### src/pqd_pkg.sv
`timescale 1ns / 1ps
// Types and constants shared by the pilot QPSK demapper files.
package pqd_pkg;

  localparam int SAMPLE_W      = 16;
  localparam int SYM_W         = 2;
  localparam int WORD_W        = 16;
  localparam int SYMS_PER_WORD = WORD_W / SYM_W;
  localparam int SLOT_W        = $clog2(SYMS_PER_WORD);
  localparam int CFG_IDX_W     = 1;
  localparam int PROD1_W       = 2 * SAMPLE_W;
  localparam int SUM1_W        = PROD1_W + 1;
  localparam int PROD2_W       = SUM1_W + SAMPLE_W;
  localparam int SUM2_W        = PROD2_W + 1;

  typedef logic signed [SAMPLE_W-1:0] sample_t;
  typedef logic [SYM_W-1:0]           sym_t;
  typedef logic [WORD_W-1:0]          word_t;

  typedef enum logic [CFG_IDX_W-1:0] {
    REG_REF_REAL = 1'b0,
    REG_REF_IMAG = 1'b1
  } cfg_reg_t;

  localparam sample_t REF_REAL_RESET = 16'sh7FFF;
  localparam sample_t REF_IMAG_RESET = 16'sh0000;

  localparam logic [SLOT_W-1:0] LAST_SLOT = SLOT_W'(SYMS_PER_WORD - 1);

endpackage

### src/pqd_fifo.sv
`timescale 1ns / 1ps
// Short symbol queue between the front end and the packer.
module pqd_fifo import pqd_pkg::*; (
  input  logic clk,
  input  logic rst,
  input  logic push_valid,
  input  sym_t push_sym,
  output logic push_ready,
  output logic pop_valid,
  output sym_t pop_sym,
  input  logic pop_ready
);

  localparam int DEPTH = 4;
  localparam int PTR_W = $clog2(DEPTH);

  sym_t             mem [DEPTH];
  logic [PTR_W-1:0] wr_ptr;
  logic [PTR_W-1:0] rd_ptr;
  logic [PTR_W:0]   count;
  logic             push;
  logic             pop;

  assign push_ready = (count != (PTR_W+1)'(DEPTH));
  assign pop_valid  = (count != '0);
  assign pop_sym    = mem[rd_ptr];
  assign push       = push_valid && push_ready;
  assign pop        = pop_valid && pop_ready;

  always_ff @(posedge clk) begin
    if (push) begin
      mem[wr_ptr] <= push_sym;
    end
  end

  always_ff @(posedge clk) begin
    if (rst) begin
      wr_ptr <= '0;
      rd_ptr <= '0;
      count  <= '0;
    end else begin
      if (push) begin
        wr_ptr <= wr_ptr + 1'b1;
      end
      if (pop) begin
        rd_ptr <= rd_ptr + 1'b1;
      end
      if (push && !pop) begin
        count <= count + 1'b1;
      end else if (pop && !push) begin
        count <= count - 1'b1;
      end
    end
  end

endmodule

### config.mk
export PLATFORM = sky130hd
export DESIGN_NAME = pqd_fifo
export DESIGN_NICKNAME = d
export VERILOG_FILES = /design/src/pqd_pkg.sv /design/src/pqd_fifo.sv
export SDC_FILE = /design/constraint.sdc
export NUM_CORES = 1
export LEC_CHECK = 0
export BUFFER_PORTS_ARGS = -buffer_cell sky130_fd_sc_hd__buf_2
export CAP_MARGIN = 20
export CORE_UTILIZATION = 53
export CTS_CLUSTER_SIZE = 25
export DETAILED_ROUTE_END_ITERATION = 10
export GPL_ROUTABILITY_DRIVEN = 0
export PLACE_DENSITY_LB_ADDON = 0.2
export SYNTH_ARGS = -nofsm -noshare
export SYNTH_HDL_FRONTEND = slang
export SYNTH_SLANG_ARGS = --single-unit
export TNS_END_PERCENT = 20
### constraint.sdc
create_clock -name clk -period 2.4 [get_ports clk]
set_clock_uncertainty 0.2 [all_clocks]
set_input_delay 0.12 -clock clk [delete_from_list [all_inputs] [get_ports clk]]
set_output_delay 0.12 -clock clk [all_outputs]
set_load 0.005 [all_outputs]
==> impl_metrics.yaml <==
setup_path:
  critPathKind: "reg -> reg"
  crit_family: "adder cells"
  arrival_ns: 2.27
  crit_fanout: 6
  endpoint_kind: "flop"
  worst-path-buf-inv: 1
  start_kind: "flop"
  critPathRequiredTime_ns: 2.42
  cp_cell_sequence: "nor2_2 > a21boi_4 > ha_1 > inv_1 > fa_1 > xor2_1 > or3_1 > a21oi_1"
  slowest_delay_ns: 0.49
  critical-path-slowest-cell: "dfxtp_1"
pwr:
  power_frac_seq: 0.501
  power_density_nw_per_um2: 956
  power.switching_uw: 276
  p_leak_uw: 0.000372
  clockPowerShare: 0.172
  sw_frac_of_total: 0.322
  power_frac_comb: 0.327
  internal-power_uw: 581
  ir_drop_mv: 0.514
clock_tree:
  htreeDepth: 1
  clock_latency_ns: 0.28
  cts_made_buffers: 3
  cts.path.max_buffers: 2
  post_cts_buffers: 0
  clockRootBuffer: "clkbuf_4"
  clkTransAtPathRegs_ns: 0.10
  cts.sinks: 17
  tritoncts: "yes"
routing:
  drtIter0Drc: 1
  postRouteAntennaNets: 0
  wl_per_cell_um: 12.3
  met3_length_um: 32
  wl_mm: 1.10
  num_vias: 428
  met1Wirelength_um: 574
  highest_layer: "met4"
  vias_per_cell: 4.81
  route.met2.wl_um: 485
  drc: 0
  firstDrtPassIters: 2
yosys:
  post_synth_instance_area_um2: 771
  ys.flop_type: "dfxtp_1"
  synth_top_cell_by_area: "edfxtp_1"
  syn_avg_cell_area_um2: 13.3
  seq_area_frac_synth: 0.545
  synth_cell_types: 22
  synthTopCellsByCount: "dfxtp_1, edfxtp_1, nor2_1, ha_1"
  synth_most_common_cell: "dfxtp_1"
  netlist_top_cells_area: "edfxtp_1, dfxtp_1, ha_1"
  synth_edf_count: 8
  synth_top_area_share: 0.312
  syn_nets: 70
  ys_ff_latch: 17
  synth_cells: 58
  synthArstFlopShare: 0
  yosysWarnings: 0
final_layout:
  n_antenna_cell: 0
  drive_gt1_frac: 0.284
  layout.cells.non_filler: 89
  nets: 87
  fill_cells: 101
  syn_to_final_growth_pct: 16.2
sta:
  clock.fmax_ghz: 0.445
  drv_slew: 0
  fin_tns_setup_ns: 0
  tightest_slew_ns: 0.305
  finalSetupViolations: 0
  post-route-period-util: 0.937
  hold_viol_final: 0
  rsz0062_at_grt: "no"
  fin_crit_ns: 2.25
  relSlewSlack: 0.793
die:
  num_rows: 13
  core_area_um2: 1330
  die_area_um2: 1610
  die_h_um: 40.1
  die_w_um: 40.1
  initial_core_util: 0.578
  num_io_pins: 10
worst_hold_path:
  hold_class: "in -> reg"
grt:
  grt_max_degree: 11
  antenna_found_initial: 0
  grt_first_pass_wirelength_mm: 1.81
  grt_use_total: 0.176
  grt-ovfl-total: 0
  grt_pass1_vias: 435
placement:
  io_buffers: 9
  place_inst: 82
flow_run:
  maxCapViolCount: 0
outcome:
  status: "finished, final reports clean"
power groups by stage:
stage / Clock [uW] / Sequential [uW] / Combinational (uW)
after floorplan: 0 / 423 / 209
after global placement: 0 / 436 / 271
after detailed placement: 0 / 437 / 274
after CTS: 151 / 430 / 283
after global routing: 160 / 442 / 324
final: 147 / 429 / 280
worst register-to-register path, delay by kind of cell (launching register included):
family	cells	cell delay (ns)
AND/OR/NAND/NOR	2	0.41
flip-flops	1	0.49
XOR/XNOR	1	0.16
buffers and inverters	1	0.06
AO/OA/AOI/OAI	2	0.30
adder cells (fa/ha/maj)	2	0.57
stage by stage:
stage / hold slack [ns] / total power, uW / setup WS (ns) / cell area (um2) / utilization
floorplan: 0.0189 / 632 / 0.200 / 771 / -
global placement: 0.137 / 707 / 0.195 / 838 / 0.629
detailed placement: 0.147 / 711 / 0.175 / 838 / 0.629
CTS: 0.00823 / 864 / 0.136 / 896 / 0.672
global route: 0.0406 / 926 / 0.0302 / 896 / 0.672
finish: 0.0131 / 856 / 0.151 / 896 / 0.672
layer usage:
metal  vias to the layer above  global-route usage
met5                         -                   0
met4                         0              0.0776
met3                         2              0.0333
met2                         5               0.254
met1                       190               0.252
li1                        231                   -
cell usage in the layout, fill, tap and decap left out:
cell type,n
a21boi_4,1
a21oi_1,1
and2_1,4
buf_2,9
buf_4,1
clkbuf_4,3
clkinv_2,1
dfxtp_1,9
dlygate4sd3_1,3
edfxtp_1,8
fa_1,1
ha_1,5
inv_1,3
mux2_4,1
mux2i_1,2
mux4_2,2
nand2_1,1
nand2b_1,2
nor2_1,7
nor2_2,1
o21ai_0,1
o311ai_1,1
o31ai_2,1
or3_1,1
or3_2,1
xor2_1,4
kinds of logic after synthesis:
logic type	Yosys count	synth area share
and+or+nand+nor	17	0.114
buffers and inverters	4	0.0195
muxes	5	0.104
adders and majority gates	6	0.107
xor gates and xnor gates	4	0.0454
AOI/OAI and AO/OA	5	0.0649
DFF	17	0.545
path summary, 6_finish.rpt:
check | start | end | slack (ns) | depth (start not counted)
max | count[0] | count[2] | 0.15 | 8
min | pop_ready | rd_ptr[0] | 0.01 | 4
max reg2reg | count[0] | count[2] | 0.15 | 8
min reg2reg | wr_ptr[1] | wr_ptr[1] | 0.33 | 2
what timing repair did:
item | in CTS | in global routing
hold endpoints to repair | 15 | 0
resized for setup | 0 | 0
hold buffers | 3 | 0
layout make-up:
type | instances | area, um2 | share of cell area
sequential | 17 | 420 | 0.469
multi-input combinational | 37 | 335 | 0.374
tap | 15 | 18.8 | 0.0209
clock buffer | 3 | 22.5 | 0.0251
timing repair buffer | 13 | 82.6 | 0.0922
clock inverter | 1 | 5.00 | 0.00559
inverter | 3 | 11.3 | 0.0126
Note: power is estimated with default switching activity, not from simulation.
