$ cat config.mk
export PLATFORM = sky130hd
export DESIGN_NAME = pqd_back_flat
export DESIGN_NICKNAME = d
export VERILOG_FILES = /design/src/pqd_pkg.sv /design/src/pqd_if.sv /design/src/pqd_back.sv /design/src/flat_wrapper.sv
export SDC_FILE = /design/constraint.sdc
export NUM_CORES = 1
export LEC_CHECK = 0
export BUFFER_PORTS_ARGS = -buffer_cell sky130_fd_sc_hd__buf_2
export CAP_MARGIN = 20
export CORE_MARGIN = 3
export CORE_UTILIZATION = 49
export DETAILED_ROUTE_END_ITERATION = 10
export PLACE_DENSITY = 0.73
export SYNTH_ARGS = -nofsm -noshare
export SYNTH_HDL_FRONTEND = slang
export SYNTH_SLANG_ARGS = --single-unit
$ cat constraint.sdc
create_clock -name clk -period 3.4 [get_ports clk]
set_input_delay 0.68 -clock clk [delete_from_list [all_inputs] [get_ports clk]]
set_output_delay 0.68 -clock clk [all_outputs]
set_load 0.005 [all_outputs]
$ cat src/pqd_pkg.sv
`timescale 1ns / 1ps
// Types and constants shared by the pilot QPSK demapper files.
package pqd_pkg;

  localparam int SAMPLE_W      = 16;
  localparam int SYM_W         = 2;
  localparam int WORD_W        = 16;
  localparam int SYMS_PER_WORD = WORD_W / SYM_W;
  localparam int SLOT_W        = $clog2(SYMS_PER_WORD);
  localparam int CFG_IDX_W     = 1;
  localparam int PROD1_W       = 2 * SAMPLE_W;
  localparam int SUM1_W        = PROD1_W + 1;
  localparam int PROD2_W       = SUM1_W + SAMPLE_W;
  localparam int SUM2_W        = PROD2_W + 1;

  typedef logic signed [SAMPLE_W-1:0] sample_t;
  typedef logic [SYM_W-1:0]           sym_t;
  typedef logic [WORD_W-1:0]          word_t;

  typedef enum logic [CFG_IDX_W-1:0] {
    REG_REF_REAL = 1'b0,
    REG_REF_IMAG = 1'b1
  } cfg_reg_t;

  localparam sample_t REF_REAL_RESET = 16'sh7FFF;
  localparam sample_t REF_IMAG_RESET = 16'sh0000;

  localparam logic [SLOT_W-1:0] LAST_SLOT = SLOT_W'(SYMS_PER_WORD - 1);

endpackage

$ cat src/pqd_if.sv


interface pqd_out_if import pqd_pkg::*; ();
  logic  valid;
  logic  ready;
  word_t packed_word;
  logic  last_in_symbol;
  modport source (output valid, packed_word, last_in_symbol, input ready);
  modport sink (input valid, packed_word, last_in_symbol, output ready);
endinterface


$ cat src/pqd_back.sv
`timescale 1ns / 1ps
// Back end: pack symbols into words, track pair position, hold the output word.
module pqd_back import pqd_pkg::*; #(
  parameter int FFT_SIZE = 64
) (
  input  logic clk,
  input  logic rst,
  input  logic sym_valid,
  input  sym_t sym,
  output logic sym_ready,
  pqd_out_if.source words
);

  localparam int PAIRS  = FFT_SIZE / 2;
  localparam int PAIR_W = $clog2(PAIRS);

  word_t             pack_shift;
  logic [SLOT_W-1:0] slot_count;
  logic [PAIR_W-1:0] pair_count;
  word_t             pack_shift_next;
  logic              take;
  logic              last_pair;
  logic              full_word;

  assign full_word       = (slot_count == LAST_SLOT);
  assign sym_ready       = !(full_word && words.valid && !words.ready);
  assign take            = sym_valid && sym_ready;
  assign last_pair       = (pair_count == PAIR_W'(PAIRS - 1));
  assign pack_shift_next = {pack_shift[WORD_W-SYM_W-1:0], sym};

  always_ff @(posedge clk) begin
    if (rst) begin
      pack_shift  <= '0;
      slot_count  <= '0;
      pair_count  <= '0;
      words.valid <= 1'b0;
    end else begin
      if (take && full_word) begin
        words.valid          <= 1'b1;
        words.packed_word    <= pack_shift_next;
        words.last_in_symbol <= last_pair;
      end else if (words.ready) begin
        words.valid <= 1'b0;
      end
      if (take) begin
        if (last_pair || full_word) begin
          pack_shift <= '0;
          slot_count <= '0;
        end else begin
          pack_shift <= pack_shift_next;
          slot_count <= slot_count + 1'b1;
        end
        if (last_pair) begin
          pair_count <= '0;
        end else begin
          pair_count <= pair_count + 1'b1;
        end
      end
    end
  end

endmodule

$ cat src/flat_wrapper.sv
// flat-port wrapper written by rule: the top's interface ports become plain ports
module pqd_back_flat import pqd_pkg::*;
#(
  parameter int FFT_SIZE = 64
)
  (clk, rst, sym_valid, sym, sym_ready, words_valid, words_packed_word, words_last_in_symbol, words_ready);
  pqd_out_if words_i ();
  input  logic clk;
  input  logic rst;
  input  logic sym_valid;
  input  sym_t sym;
  output logic sym_ready;
  output wire logic [$bits(words_i.valid)-1:0] words_valid;
  output wire logic [$bits(words_i.packed_word)-1:0] words_packed_word;
  output wire logic [$bits(words_i.last_in_symbol)-1:0] words_last_in_symbol;
  input wire logic [$bits(words_i.ready)-1:0] words_ready;
  assign words_valid = words_i.valid;
  assign words_packed_word = words_i.packed_word;
  assign words_last_in_symbol = words_i.last_in_symbol;
  assign words_i.ready = words_ready;
  pqd_back #(.FFT_SIZE(FFT_SIZE)) u_core (.clk(clk), .rst(rst), .sym_valid(sym_valid), .sym(sym), .sym_ready(sym_ready), .words(words_i));
endmodule
==> key figures <==
Run status
  • Result of the run: complete, no violations

Logic synthesis
  • Fraction of registers with async set or reset after synthesis: 0
  • Sequential area share after synthesis: 0.6183
  • Mean cell area of the mapped netlist: 11.55 sq um
  • Total number of yosys warnings: 0
  • Synthesized netlist cell count: 136
  • Synth top cells by count: sky130_fd_sc_hd__a21oi_1 (23), sky130_fd_sc_hd__dfxtp_1 (23), sky130_fd_sc_hd__edfxtp_1 (17), sky130_fd_sc_hd__o21ai_0 (17), sky130_fd_sc_hd__nand4_1 (16)
  • Area leader, netlist: sky130_fd_sc_hd__edfxtp_1
  • Number of different library cells in the post-synthesis netlist: 29
  • Top cells by area, synth: sky130_fd_sc_hd__edfxtp_1 (33%), sky130_fd_sc_hd__dfxtp_1 (29%), sky130_fd_sc_hd__a21oi_1 (7.3%)
  • Yosys top cell area share: 0.3251
  • Count of flip-flops with a built-in enable after synthesis: 17
  • Post-synth net total: roughly 150
  • Flip-flop and latch count after synthesis: 40
  • Dominant synthesized flop cell: sky130_fd_sc_hd__dfxtp_1
  • Summed instance area of the synthesized netlist: ~1600 sq um

Setup path
  • Category of the most critical setup path: flop to output pin
  • Startpoint type of the worst setup path: flop
  • Cell with the most instances on the worst path: sky130_fd_sc_hd__ha_1
  • Largest incremental delay on the critical path: ~0.37 ns
  • Critical Path Sink Type: output pin
  • Arrival time worst endpoint: around 1.8 ns
  • Cell Chain, Critical Path: ha_1 -> ha_1 -> and3b_1 -> buf_4 -> inv_8 -> buf_2
  • Cell family contributing the most delay on the critical path: buffers and inverters
  • Crit path max-delay cell type: sky130_fd_sc_hd__dfxtp_1
  • CP Buf/Inv Count: 3
  • CP Data Required Time: 2.72 ns
  • Max Fanout on Critical Path: 24

Global routing
  • Via count of the first global-routing pass: 1088
  • Wire length of the first global-routing pass: 4.788 mm
  • Overall global routing resource usage: 0.1557
  • Largest net degree at the start of global routing: 25
  • Total gr overflow: 0
  • Number of antenna violations at the first check in global routing: 0

STA
  • Highest Clock Rate: 398.8 MHz
  • Min cycle time layout: 2.508 ns
  • Max Transition Viols Final: 0
  • Setup Total Neg Slack: 0 ns
  • Worst Tran Pin Value: 0.5983 ns
  • Layout Skew: 0.008499 ns
  • Crit path setup slack, layout: 0.8923 ns
  • Number of hold violations in the final report: 0
  • Period utilisation layout: 0.7376
  • Final setup viols: 0
  • RSZ-0062 raised after global routing: no
  • Worst relative slew slack: 0.6007

Clock tree
  • Clock Sinks: 40
  • Post-CTS setup buffer count: 0
  • Maximum root-to-sink buffer count: 2
  • H-tree lvl count: 2
  • Post-cts hold buffer count: 0
  • Clock slew at reported path FFs: 0.11 ns
  • CTS tree: yes
  • TritonCTS buffer count: 5
  • CTS Root Buffer Type: sky130_fd_sc_hd__clkbuf_4
  • Clk_lat worst skew: 0.34 ns
  • Post-CTS resize count: 0

Layout
  • Layout cell share with drive strength beyond 1: 0.2215
  • Non-Filler Cell Area, Final: 1717 sq um
  • Antenna Diode Count: 0
  • Final-layout fill cell count: 257
  • Layout area overhead: 9.323%
  • Number of nets in the layout: 167

Floorplanning
  • Std-Cell Rows: 19
  • Initial core utilization: 0.5414
  • I/O pin count: 25
  • Horizontal die dimension: 62.61 um
  • Placeable Area: 2900 sq um
  • Die outline area: 3920 sq um
  • Vert. Die Dim: 62.61 um

Route
  • ANT nets after route: 0
  • Iteration-0 DRC count of the detailed router: 25
  • Avg WL per Cell: 13.94 um
  • Via-to-Cell Ratio: 5.760
  • First-pass DRT Iterations: 4
  • Drt drc: 0
  • Routed via count: 1152
  • Detailed-route wire length: ~2.8 mm

Job
  • MaxCap Viol Count: 0

Placed design
  • Post-DP HPWL: 1.809 mm
  • Global placement routability congestion: approximately 0.86
  • Quantity of I/O buffers inserted on ports: 24
  • Area after DPL: 1667 sq um
  • Place WS: ~1.1 ns

Power
  • Maximum ir drop on the vdd rail: 235.7 uV
  • Leakage Power: 0.0006221 uW
  • Cell Pwr Density: ~440 nW/um^2

Worst hold path
  • Path class of the lowest-slack min-delay path: flop to flop
==> state kept, by name (all words and copies together), names as in the netlist <==
signal,cells
u_core.pack_shift,14
u_core.pair_count,5
u_core.slot_count,3
u_core.words.last_in_symbol,1
u_core.words.packed_word,16
u_core.words.valid,1
==> worst paths after layout <==
check | from | to | slack (ns) | cells after the start
min | u_core.pack_shift[12] | u_core.words.packed_word[14] | 0.44 | 0
max | u_core.slot_count[0] | sym_ready | 0.89 | 6
min reg2reg | u_core.pack_shift[12] | u_core.words.packed_word[14] | 0.44 | 0
max reg2reg | u_core.pair_count[0] | u_core.pack_shift[8] | 1.43 | 6
==> cell families (layout without fill, tap and decap cells) <==
family          Yosys count  after routing  share of synthesized area
fa+ha+maj                 4              4                    0.03187
simple gates             31             31                     0.1251
compound gates           46             46                     0.1506
buf+inv                  15             37                    0.07410
flops                    40             40                     0.6183
==> layer usage <==
metal / wire (um) / vias up / GRT usage
met2: 1390 / 55 / 0.2690
met1: 1104 / 529 / 0.1651
li1: - / 558 / -
met3: 218 / 10 / 0.05576
met5: 0 / - / 0
met4: 73 / 0 / 0.08264
==> per-stage QoR <==
| step | util | hold slack (ns) | total power [uW] | cells |
|---|---|---|---|---|
| finish | 0.5919 | 0.4421 | 751.4 | 200 |
| global route | 0.5919 | 0.4600 | 793.1 | 200 |
| CTS | 0.5919 | 0.4417 | 763.9 | 200 |
| detailed placement | 0.5746 | 0.4139 | 546.2 | 192 |
| global placement | 0.5746 | 0.4224 | 544.2 | 192 |
| floorplan | - | 0.4019 | 538.2 | 136 |
==> worst register-to-register path, delay by kind of cell (launching register included) <==
| kind | cells | cell delay, ns |
|---|---|---|
| simple gates | 3 | 0.88 |
| fa+ha+maj | 2 | 0.49 |
| flops | 1 | 0.36 |
| compound gates | 1 | 0.18 |
==> final cells by class <==
type	instances	area (sq um)	area share
flip-flops and latches	40	970.9	0.5656
well taps	42	52.55	0.03061
inverters	3	18.77	0.01093
clock inverters	1	5.005	0.002915
clock buffers	7	45.04	0.02624
multi-input cells	81	489.2	0.2850
repair buffers	26	135.1	0.07872
==> where the power goes <==
part	internal [uW]	switching (uW)	total, uW
sequential	503	5.19	509
clock	80.6	135	216
combinational	9.22	17.7	26.9
total	593	158	751
==> cell usage in the layout (no fill, tap or decap) <==
cell type and n:
sky130_fd_sc_hd__buf_2 24, sky130_fd_sc_hd__a21oi_1 23, sky130_fd_sc_hd__dfxtp_1 23, sky130_fd_sc_hd__o21ai_0 17
sky130_fd_sc_hd__edfxtp_1 17, sky130_fd_sc_hd__nand4_1 16, sky130_fd_sc_hd__clkbuf_4 5, sky130_fd_sc_hd__ha_1 4
sky130_fd_sc_hd__nand3_1 3, sky130_fd_sc_hd__o21ai_1 3, sky130_fd_sc_hd__inv_1 2, sky130_fd_sc_hd__o31ai_1 2
sky130_fd_sc_hd__clkbuf_1 2, sky130_fd_sc_hd__buf_4 2, sky130_fd_sc_hd__and3_1 1, sky130_fd_sc_hd__and3b_1 1
sky130_fd_sc_hd__inv_8 1, sky130_fd_sc_hd__nor4_2 1, sky130_fd_sc_hd__a31oi_1 1, sky130_fd_sc_hd__nor2b_1 1
sky130_fd_sc_hd__and4b_1 1, sky130_fd_sc_hd__nor2_1 1, sky130_fd_sc_hd__nand4b_1 1, sky130_fd_sc_hd__nand3b_1 1
sky130_fd_sc_hd__nor2_2 1, sky130_fd_sc_hd__or4_1 1, sky130_fd_sc_hd__nand2b_1 1, sky130_fd_sc_hd__nand2_1 1
sky130_fd_sc_hd__clkinv_2 1
No activity file was read; power rests on OpenSTA's default activity.
